===== config.mk =====
export PLATFORM = sky130hd
export DESIGN_NAME = shifting_queue_with_remove_at_top
export DESIGN_NICKNAME = d
export VERILOG_FILES = /design/src/rtl/core/sqra_pkg.sv /design/src/rtl/core/sqra_ctrl.sv /design/src/rtl/core/sqra_dp.sv /design/src/rtl/core/shifting_queue_with_remove_at_top.sv
export VERILOG_INCLUDE_DIRS = /design/src /design/src/rtl/core
export SDC_FILE = /design/constraint.sdc
export NUM_CORES = 1
export LEC_CHECK = 0
export BUFFER_PORTS_ARGS = -buffer_cell sky130_fd_sc_hd__buf_2
export CORE_UTILIZATION = 50
export CTS_BUF_LIST = sky130_fd_sc_hd__clkbuf_4 sky130_fd_sc_hd__clkbuf_8 sky130_fd_sc_hd__clkbuf_16
export CTS_CLUSTER_DIAMETER = 200
export DETAILED_ROUTE_END_ITERATION = 7
export HOLD_SLACK_MARGIN = 0.15
export PLACE_DENSITY = 0.67
export SYNTH_ARGS = -nofsm -noshare
export SYNTH_HDL_FRONTEND = slang
export SYNTH_HIERARCHICAL = 1
export SYNTH_SLANG_ARGS = --single-unit

===== constraint.sdc =====
create_clock -name clock -period 4.87 [get_ports clock]
set_input_delay 0.974 -clock clock [delete_from_list [all_inputs] [get_ports clock]]
set_output_delay 0.974 -clock clock [all_outputs]
set_load 0.01 [all_outputs]

===== src/rtl/core/shifting_queue_with_remove_at_top_macros.svh =====
// Assertion macros shared by the queue modules.
`ifndef SHIFTING_QUEUE_WITH_REMOVE_AT_TOP_MACROS_SVH
`define SHIFTING_QUEUE_WITH_REMOVE_AT_TOP_MACROS_SVH

`ifndef SYNTHESIS
// Same-cycle implication
`define SQRA_ASSERT_IMPLY(label, clk, rst, ante, cons) \
   label: assert property (@(posedge clk) disable iff (rst) (ante) |-> (cons)) \
      else $error("assertion failed");
// Next-cycle implication
`define SQRA_ASSERT_NEXT(label, clk, rst, ante, cons) \
   label: assert property (@(posedge clk) disable iff (rst) (ante) |=> (cons)) \
      else $error("assertion failed");
`else
`define SQRA_ASSERT_IMPLY(label, clk, rst, ante, cons)
`define SQRA_ASSERT_NEXT(label, clk, rst, ante, cons)
`endif

`endif


===== src/rtl/core/sqra_pkg.sv =====
package sqra_pkg;

   // Built depth and widths
   localparam int DEPTH  = 16;
   localparam int IDX_W  = 4;
   localparam int CNT_W  = 5;
   localparam int DATA_W = 32;

   // Operation codes
   localparam logic [1:0] MODE_ENQ = 2'd0;
   localparam logic [1:0] MODE_DEQ = 2'd1;
   localparam logic [1:0] MODE_REM = 2'd2;

   // Status codes
   localparam logic [1:0] ST_OK     = 2'd0;
   localparam logic [1:0] ST_FULL   = 2'd1;
   localparam logic [1:0] ST_EMPTY  = 2'd2;
   localparam logic [1:0] ST_BADPOS = 2'd3;

   localparam logic [DATA_W-1:0] NOTHING_REMOVED = '1;
   localparam logic [CNT_W-1:0]  CAP_RESET       = CNT_W'(DEPTH);

   typedef struct packed {
      logic [1:0]              mode;
      logic signed [DATA_W-1:0] value;
      logic [IDX_W-1:0]        position;
   } req_type;

   typedef struct packed {
      logic signed [DATA_W-1:0] removed_value;
      logic [1:0]              status;
      logic signed [DATA_W-1:0] newest_value;
      logic [CNT_W-1:0]        entry_count;
      logic                    is_empty;
      logic                    is_full;
   } rsp_type;

   // Controller to datapath commands
   typedef struct packed {
      logic capture;
      logic exec;
      logic load;
   } cmd_type;

endpackage


===== src/rtl/core/sqra_ctrl.sv =====
`include "shifting_queue_with_remove_at_top_macros.svh"

module sqra_ctrl (
   input  logic              clock,
   input  logic              reset,
   input  logic              req_valid,
   output logic              req_ready,
   output logic              rsp_valid,
   input  logic              rsp_ready,
   output sqra_pkg::cmd_type cmd
);

   typedef enum logic [1:0] {IDLE, EXEC, LOAD} state_type;

   state_type state_ff, state_in;
   logic      req_ready_ff, req_ready_in;
   logic      rsp_valid_ff, rsp_valid_in;
   logic      out_free;

   // output register free when empty or being drained this cycle
   assign out_free = !rsp_valid_ff || rsp_ready;

   // commands
   assign cmd.capture = req_valid && req_ready_ff;
   assign cmd.exec    = (state_ff == EXEC);
   assign cmd.load    = (state_ff == LOAD) && out_free;

   // next state
   always_comb begin
      state_in = state_ff;
      case (state_ff)
         IDLE: begin
            if (cmd.capture) state_in = EXEC;
         end
         EXEC: begin
            state_in = LOAD;
         end
         LOAD: begin
            if (out_free) state_in = IDLE;
         end
         default: begin
            state_in = IDLE;
         end
      endcase
   end

   assign req_ready_in = (state_in == IDLE);

   // result beat valid: set on load, cleared when taken
   always_comb begin
      rsp_valid_in = rsp_valid_ff;
      if (rsp_valid_ff && rsp_ready) rsp_valid_in = 1'b0;
      if (cmd.load) rsp_valid_in = 1'b1;
   end

   always_ff @(posedge clock) begin
      if (reset) begin
         state_ff     <= IDLE;
         req_ready_ff <= 1'b1;
         rsp_valid_ff <= 1'b0;
      end else begin
         state_ff     <= state_in;
         req_ready_ff <= req_ready_in;
         rsp_valid_ff <= rsp_valid_in;
      end
   end

   assign req_ready = req_ready_ff;
   assign rsp_valid = rsp_valid_ff;

   // an accepted beat is executed in the next cycle
   `SQRA_ASSERT_NEXT(a_accept_then_exec, clock, reset, req_valid && req_ready_ff, cmd.exec)
   // a load always leaves a valid result beat
   `SQRA_ASSERT_NEXT(a_load_then_valid, clock, reset, cmd.load, rsp_valid_ff)

endmodule


===== src/rtl/core/sqra_dp.sv =====
`include "shifting_queue_with_remove_at_top_macros.svh"

module sqra_dp (
   input  logic                          clock,
   input  logic                          reset,
   input  sqra_pkg::cmd_type             cmd,
   input  sqra_pkg::req_type             req_payload,
   input  logic                          csr_we,
   input  logic [sqra_pkg::CNT_W-1:0]    csr_wdata,
   output sqra_pkg::rsp_type             rsp_payload
);

   localparam int DEPTH  = sqra_pkg::DEPTH;
   localparam int IDX_W  = sqra_pkg::IDX_W;
   localparam int CNT_W  = sqra_pkg::CNT_W;
   localparam int DATA_W = sqra_pkg::DATA_W;

   logic [DATA_W-1:0] cells_ff [DEPTH];
   logic [DATA_W-1:0] cells_in [DEPTH];
   logic [DATA_W-1:0] shift_src [DEPTH];
   logic [CNT_W-1:0]  count_ff, count_in;
   logic [CNT_W-1:0]  cap_ff, cap_in;
   sqra_pkg::req_type req_ff, req_in;
   logic [DATA_W-1:0] removed_ff, removed_in;
   logic [1:0]        status_ff, status_in;
   sqra_pkg::rsp_type rsp_ff, rsp_in;

   logic [CNT_W-1:0]  eff_cap;
   logic [IDX_W-1:0]  take_idx;
   logic [IDX_W-1:0]  newest_addr;
   logic [IDX_W-1:0]  rd_addr;
   logic [DATA_W-1:0] rd_data;
   logic              do_enq;
   logic              do_take;

   // capacity saturates at the built depth
   assign eff_cap = (cap_ff > CNT_W'(DEPTH)) ? CNT_W'(DEPTH) : cap_ff;

   // single read port over the cells: take slot while executing, newest slot on load
   assign take_idx    = (req_ff.mode == sqra_pkg::MODE_DEQ) ? '0 : req_ff.position;
   assign newest_addr = IDX_W'(count_ff - CNT_W'(1));
   assign rd_addr     = cmd.exec ? take_idx : newest_addr;
   assign rd_data     = cells_ff[rd_addr];

   // operation decode and status
   always_comb begin
      do_enq    = 1'b0;
      do_take   = 1'b0;
      status_in = sqra_pkg::ST_OK;
      case (req_ff.mode)
         sqra_pkg::MODE_ENQ: begin
            if (count_ff < eff_cap) do_enq = 1'b1;
            else status_in = sqra_pkg::ST_FULL;
         end
         sqra_pkg::MODE_DEQ: begin
            if (count_ff != '0) do_take = 1'b1;
            else status_in = sqra_pkg::ST_EMPTY;
         end
         sqra_pkg::MODE_REM: begin
            if ({1'b0, req_ff.position} < count_ff) do_take = 1'b1;
            else status_in = sqra_pkg::ST_BADPOS;
         end
         default: begin
            status_in = sqra_pkg::ST_OK;
         end
      endcase
   end

   assign removed_in = do_take ? rd_data : sqra_pkg::NOTHING_REMOVED;

   // each cell's upper neighbor; the top cell keeps its own value
   for (genvar g = 0; g < DEPTH; g++) begin : g_src
      if (g < DEPTH - 1) begin : g_mid
         assign shift_src[g] = cells_ff[g + 1];
      end else begin : g_top
         assign shift_src[g] = cells_ff[g];
      end
   end

   // all cells update together: append at count, or close the gap above the taken slot
   always_comb begin
      for (int i = 0; i < DEPTH; i++) begin
         cells_in[i] = cells_ff[i];
         if (cmd.exec && do_enq && (CNT_W'(i) == count_ff))
            cells_in[i] = req_ff.value;
         if (cmd.exec && do_take && (CNT_W'(i) >= {1'b0, take_idx}))
            cells_in[i] = shift_src[i];
      end
   end

   // count update
   always_comb begin
      count_in = count_ff;
      if (cmd.exec && do_enq)  count_in = count_ff + CNT_W'(1);
      if (cmd.exec && do_take) count_in = count_ff - CNT_W'(1);
   end

   assign cap_in = csr_we ? csr_wdata : cap_ff;
   assign req_in = cmd.capture ? req_payload : req_ff;

   // result beat, built after the count has settled
   always_comb begin
      rsp_in               = rsp_ff;
      rsp_in.removed_value = removed_ff;
      rsp_in.status        = status_ff;
      rsp_in.newest_value  = (count_ff == '0) ? '0 : rd_data;
      rsp_in.entry_count   = count_ff;
      rsp_in.is_empty      = (count_ff == '0);
      rsp_in.is_full       = (count_ff >= eff_cap);
   end

   // control state
   always_ff @(posedge clock) begin
      if (reset) begin
         count_ff <= '0;
         cap_ff   <= sqra_pkg::CAP_RESET;
      end else begin
         count_ff <= count_in;
         cap_ff   <= cap_in;
      end
   end

   // payload state
   always_ff @(posedge clock) begin
      cells_ff <= cells_in;
      req_ff   <= req_in;
      if (cmd.exec) begin
         removed_ff <= removed_in;
         status_ff  <= status_in;
      end
      if (cmd.load) rsp_ff <= rsp_in;
   end

   assign rsp_payload = rsp_ff;

   // count never exceeds the built depth
   `SQRA_ASSERT_IMPLY(a_count_bound, clock, reset, 1'b1, count_ff <= CNT_W'(DEPTH))
   // a successful append grows the count by one
   `SQRA_ASSERT_NEXT(a_enq_grows, clock, reset, cmd.exec && do_enq, count_ff == $past(count_ff) + CNT_W'(1))

endmodule


===== src/rtl/core/shifting_queue_with_remove_at_top.sv =====
// Channel   Ports                           Direction   Content
// req       req_valid/req_ready/req_payload in          mode, value, position
// rsp       rsp_valid/rsp_ready/rsp_payload out         one result beat per request
// csr       csr_we/csr_wdata                in          capacity, write only
//
// A request goes through accept, execute (one read through the cell
// read mux, then all cells shift or append together), and load of the result
// beat with the newest entry read through the same mux.
// A new request is accepted while a finished beat waits in the output register;
// the load step holds until that register is free.
// Reset is synchronous: count is zero, capacity is 16, no beat pending.
module shifting_queue_with_remove_at_top (
   input  logic                          clock,
   input  logic                          reset,
   input  logic                          req_valid,
   output logic                          req_ready,
   input  sqra_pkg::req_type             req_payload,
   output logic                          rsp_valid,
   input  logic                          rsp_ready,
   output sqra_pkg::rsp_type             rsp_payload,
   input  logic                          csr_we,
   input  logic [sqra_pkg::CNT_W-1:0]    csr_wdata
);

   sqra_pkg::cmd_type cmd;

   // sequencer
   sqra_ctrl u_ctrl (
      .clock     (clock),
      .reset     (reset),
      .req_valid (req_valid),
      .req_ready (req_ready),
      .rsp_valid (rsp_valid),
      .rsp_ready (rsp_ready),
      .cmd       (cmd)
   );

   // cells, count, capacity and result register
   sqra_dp u_dp (
      .clock       (clock),
      .reset       (reset),
      .cmd         (cmd),
      .req_payload (req_payload),
      .csr_we      (csr_we),
      .csr_wdata   (csr_wdata),
      .rsp_payload (rsp_payload)
   );

endmodule


==> run_summary.xml <==
<?xml version="1.0" encoding="UTF-8"?>
<metrics>
  <group name="run_status">
    <metric name="status" unit="">complete, no violations</metric>
  </group>
  <group name="global_routing">
    <metric name="global_route.peak_usage_layer" unit="">met2</metric>
    <metric name="met3_capacity_usage_during_global_routing" unit="%">4.189</metric>
    <metric name="grt_use_met2" unit="%">45.00</metric>
    <metric name="grt_max_degree" unit="">109</metric>
    <metric name="initial_antenna_violation_count" unit="">0</metric>
    <metric name="vias_in_the_first_global_route" unit="">20850</metric>
    <metric name="globalRouteMet1Util" unit="%">36.41</metric>
    <metric name="grt_first_pass_wirelength" unit="mm">133.6</metric>
    <metric name="grtUsageTotal" unit="%">27.13</metric>
    <metric name="total_congestion_overflow" unit="">0</metric>
  </group>
  <group name="min_path">
    <metric name="hold_path_class" unit="">reg2reg</metric>
  </group>
  <group name="timing">
    <metric name="final-hold-violation-count" unit="">0</metric>
    <metric name="timing.final.crit_share" unit="%">82.85</metric>
    <metric name="report.final.slew_viol_count" unit="">0</metric>
    <metric name="peak_freq" unit="MHz">247.8</metric>
    <metric name="fin_skew" unit="ps">30.25</metric>
    <metric name="setup_total_negative_slack" unit="ps">0</metric>
    <metric name="max_slew.worst_pin.slew" unit="ps">1221</metric>
    <metric name="unrepaired_setup_endpoints_after_global_routing" unit="">no</metric>
    <metric name="period_minus_slack" unit="ps">4035</metric>
    <metric name="post-route-worst-setup-slack" unit="ps">835.2</metric>
    <metric name="setup_viol" unit="">0</metric>
    <metric name="worst_rel_slew_slack" unit="%">17.82</metric>
  </group>
  <group name="cells_and_area">
    <metric name="finish.net_count" unit="">2500</metric>
    <metric name="final_core_utilization" unit="%">57.09</metric>
    <metric name="syn2layout_area_growth" unit="%">12.31</metric>
    <metric name="fill_cell_instance_count_of_the_final_layout" unit="">5082</metric>
    <metric name="drive_gt1_share" unit="%">33.49</metric>
    <metric name="n_antenna_cell" unit="">0</metric>
    <metric name="layout.area.seq" unit="um^2">20010</metric>
    <metric name="multi_input_comb_area" unit="um^2">11370</metric>
  </group>
  <group name="worst_setup_path">
    <metric name="crit_arrival" unit="ps">4410</metric>
    <metric name="crit_required" unit="ps">5240</metric>
    <metric name="type_of_the_worst_setup_path" unit="">reg2reg</metric>
    <metric name="timing.critical_path.fanout_max" unit="">32</metric>
    <metric name="critical_path_endpoint_category" unit="">flop</metric>
    <metric name="setup.worst_path.start_class" unit="">flop</metric>
  </group>
  <group name="synthesis">
    <metric name="mean_instance_size_in_the_synthesized_netlist" unit="um^2">13.66</metric>
    <metric name="synth-xor-area-share" unit="%">0.08150</metric>
    <metric name="synth_commonest_cells" unit="">edfxtp_1, mux2_2, nand2_1</metric>
    <metric name="netlist-cell-type-count" unit="">59</metric>
    <metric name="synth_edf_count" unit="">657</metric>
    <metric name="synth_top_cells_by_area" unit="">edfxtp_1, mux2_2, nand2_1, a311oi_1, nand3_1</metric>
    <metric name="yosys.cell_count.top_type" unit="">edfxtp_1</metric>
    <metric name="share_of_synthesized_registers_carrying_an_async_set_or_reset" unit="%">0</metric>
    <metric name="area_fraction_in_compound_gates_after_synthesis" unit="%">7.222</metric>
    <metric name="post_synth_fa_ha_maj_area_fraction" unit="%">0.6985</metric>
    <metric name="syn_area" unit="um^2">32240</metric>
    <metric name="synthFlopType" unit="">edfxtp_1</metric>
    <metric name="synth_fp_nets" unit="">2426</metric>
    <metric name="yosys.area.top_type_share" unit="%">61.19</metric>
    <metric name="synth.yosys.seq_area_share" unit="%">62.06</metric>
    <metric name="synth.mux.area_fraction" unit="%">17.39</metric>
    <metric name="ys.warnings.count" unit="">6</metric>
    <metric name="main_combinational_cell_family_by_area_after_synthesis" unit="">multiplexers</metric>
    <metric name="yosys_register_bits" unit="">671</metric>
    <metric name="cell_type_with_the_largest_total_area_after_synthesis" unit="">edfxtp_1</metric>
    <metric name="yosys.area_share.simple" unit="%">9.450</metric>
    <metric name="post_synth_inst_count" unit="">2360</metric>
  </group>
  <group name="drt">
    <metric name="route.detailed.wl_per_inst" unit="um">26.99</metric>
    <metric name="via_per_inst" unit="">6.356</metric>
    <metric name="drt_iter0_markers" unit="">2151</metric>
    <metric name="vias_post_dr" unit="">21150</metric>
    <metric name="drcViolationCount" unit="">0</metric>
    <metric name="routed_wl" unit="mm">89.79</metric>
    <metric name="drtPass1Iterations" unit="">5</metric>
    <metric name="drtAntennaViolNets" unit="">0</metric>
  </group>
  <group name="floorplanning">
    <metric name="die-height" unit="um">255.9</metric>
    <metric name="die_width" unit="um">255.9</metric>
    <metric name="io-pin-count" unit="">123</metric>
    <metric name="design.die.area" unit="um^2">65500</metric>
    <metric name="initial_utilization" unit="%">50.83</metric>
    <metric name="core.rowCount" unit="">92</metric>
    <metric name="fp.coreArea" unit="um^2">63430</metric>
  </group>
  <group name="cts">
    <metric name="cts_setup_buffers" unit="">0</metric>
    <metric name="worst_skew_pair.late_latency" unit="ps">620</metric>
    <metric name="postCtsHoldBufs" unit="">0</metric>
    <metric name="clockBufferDepth" unit="">3</metric>
    <metric name="root_driver" unit="">clkbuf_16</metric>
    <metric name="tritoncts" unit="">yes</metric>
    <metric name="cts.htree.levels" unit="">3</metric>
    <metric name="numCtsBuffers" unit="">73</metric>
    <metric name="clkTransAtPathRegs" unit="ps">60</metric>
    <metric name="postCtsResizedCells" unit="">0</metric>
    <metric name="cts_num_sinks" unit="">671</metric>
  </group>
  <group name="power_and_ir_drop">
    <metric name="max-vdd-ir-drop" unit="V">0.0002303</metric>
    <metric name="power-per-cell-area" unit="nW/um^2">365.3</metric>
    <metric name="p_leak" unit="nW">12.35</metric>
  </group>
  <group name="placement">
    <metric name="port_buffers" unit="">122</metric>
    <metric name="detailed_place_hpwl" unit="mm">52.72</metric>
    <metric name="place_worst_setup_slack" unit="ps">893.9</metric>
    <metric name="gp_routability_congestion" unit="">0.8503</metric>
  </group>
  <group name="flow_run">
    <metric name="maxCapViolCount" unit="">0</metric>
  </group>
</metrics>
## power breakdown
part	switching, mW	internal (mW)
combinational	0.869	0.502
clock	2.20	3.09
sequential	0.110	6.46
total	3.18	10.0
## sequential cells by signal, summed over array words and instances, names as in the netlist
register,flops
u_ctrl/rsp_valid,1
u_dp/rsp_payload,73
u_dp/cap_ff,5
u_dp/removed_ff,32
u_ctrl/state_ff,2
u_ctrl/req_ready,1
u_dp/cells_ff,512
u_dp/req_ff,38
u_dp/status_ff,2
u_dp/count_ff,5
## stage by stage
step / total power [mW] / cells / hold slack, ps / cell area, um^2
after detailed placement: 8.030 / 3205 / 405.6 / 33970
after global placement: 8.002 / 3205 / 400.2 / 33970
after CTS: 13.30 / 3327 / 418.9 / 36210
after floorplan: 7.538 / 2360 / 400.3 / 32240
final: 13.23 / 3327 / 416.1 / 36210
after global routing: 13.63 / 3327 / 419.4 / 36210
## critical path, cell delays in order, from the launching register on
cell and delay, ps:
edfxtp_1 780, ha_1 350, o21a_1 160, o21ai_0 290
o21ai_2 210, a21o_1 520, a311oi_4 410, buf_4 650
mux2_2 420
## layout by cell type, fill, tap and decap left out, types with 5 or more instances in the layout
cell type and n:
a211oi_1 64, a21o_2 14, a21oi_4 5, a311oi_1 128
and3_1 65, buf_12 20, buf_2 122, buf_4 63
clkbuf_16 74, clkbuf_4 25, clkinv_1 13, dfxtp_1 14
edfxtp_1 657, ha_1 18, inv_1 12, mux2_1 17
mux2_2 436, mux2_4 29, mux2i_1 7, nand2_1 399
nand2b_1 6, nand3_1 132, nor2_1 16, nor2b_1 5
nor3_1 34, o21ai_0 34
## logic make-up after synthesis
group / count (synthesis)
adder cells (fa/ha/maj): 18
AND/OR/NAND/NOR: 680
AO/OA/AOI/OAI: 280
flip-flops: 671
XOR/XNOR: 3
multiplexers: 489
buffers and inverters: 219
## routing by layer
layer | share of wire (%) | wire length (um)
met1 | 41 | 36670
met2 | 49 | 43590
met3 | 7.8 | 6971
met4 | 2.9 | 2562
met5 | 0 | 0
## final cells by class
cell class / count / share of cell area (%)
Sequential cell: 671 / 55.26
Timing Repair Buffer: 205 / 4.098
Multi-Input combinational cell: 1470 / 31.39
Inverter: 13 / 0.1348
Clock inverter: 19 / 0.4077
Clock buffer: 103 / 5.784
Tap cell: 846 / 2.923
## path summary, 6_finish.rpt
kind                       startpoint              endpoint  slack [ps]  depth (start not counted)
setup / recovery       u_dp/req_ff[2]    u_dp/cells_ff[288]         840                          8
hold reg to reg   u_dp/removed_ff[17]  u_dp/rsp_payload[58]         420                          0
setup reg to reg       u_dp/req_ff[2]    u_dp/cells_ff[288]         840                          8
hold / removal    u_dp/removed_ff[17]  u_dp/rsp_payload[58]         420                          0
Note: power is estimated with default switching activity, not from simulation.
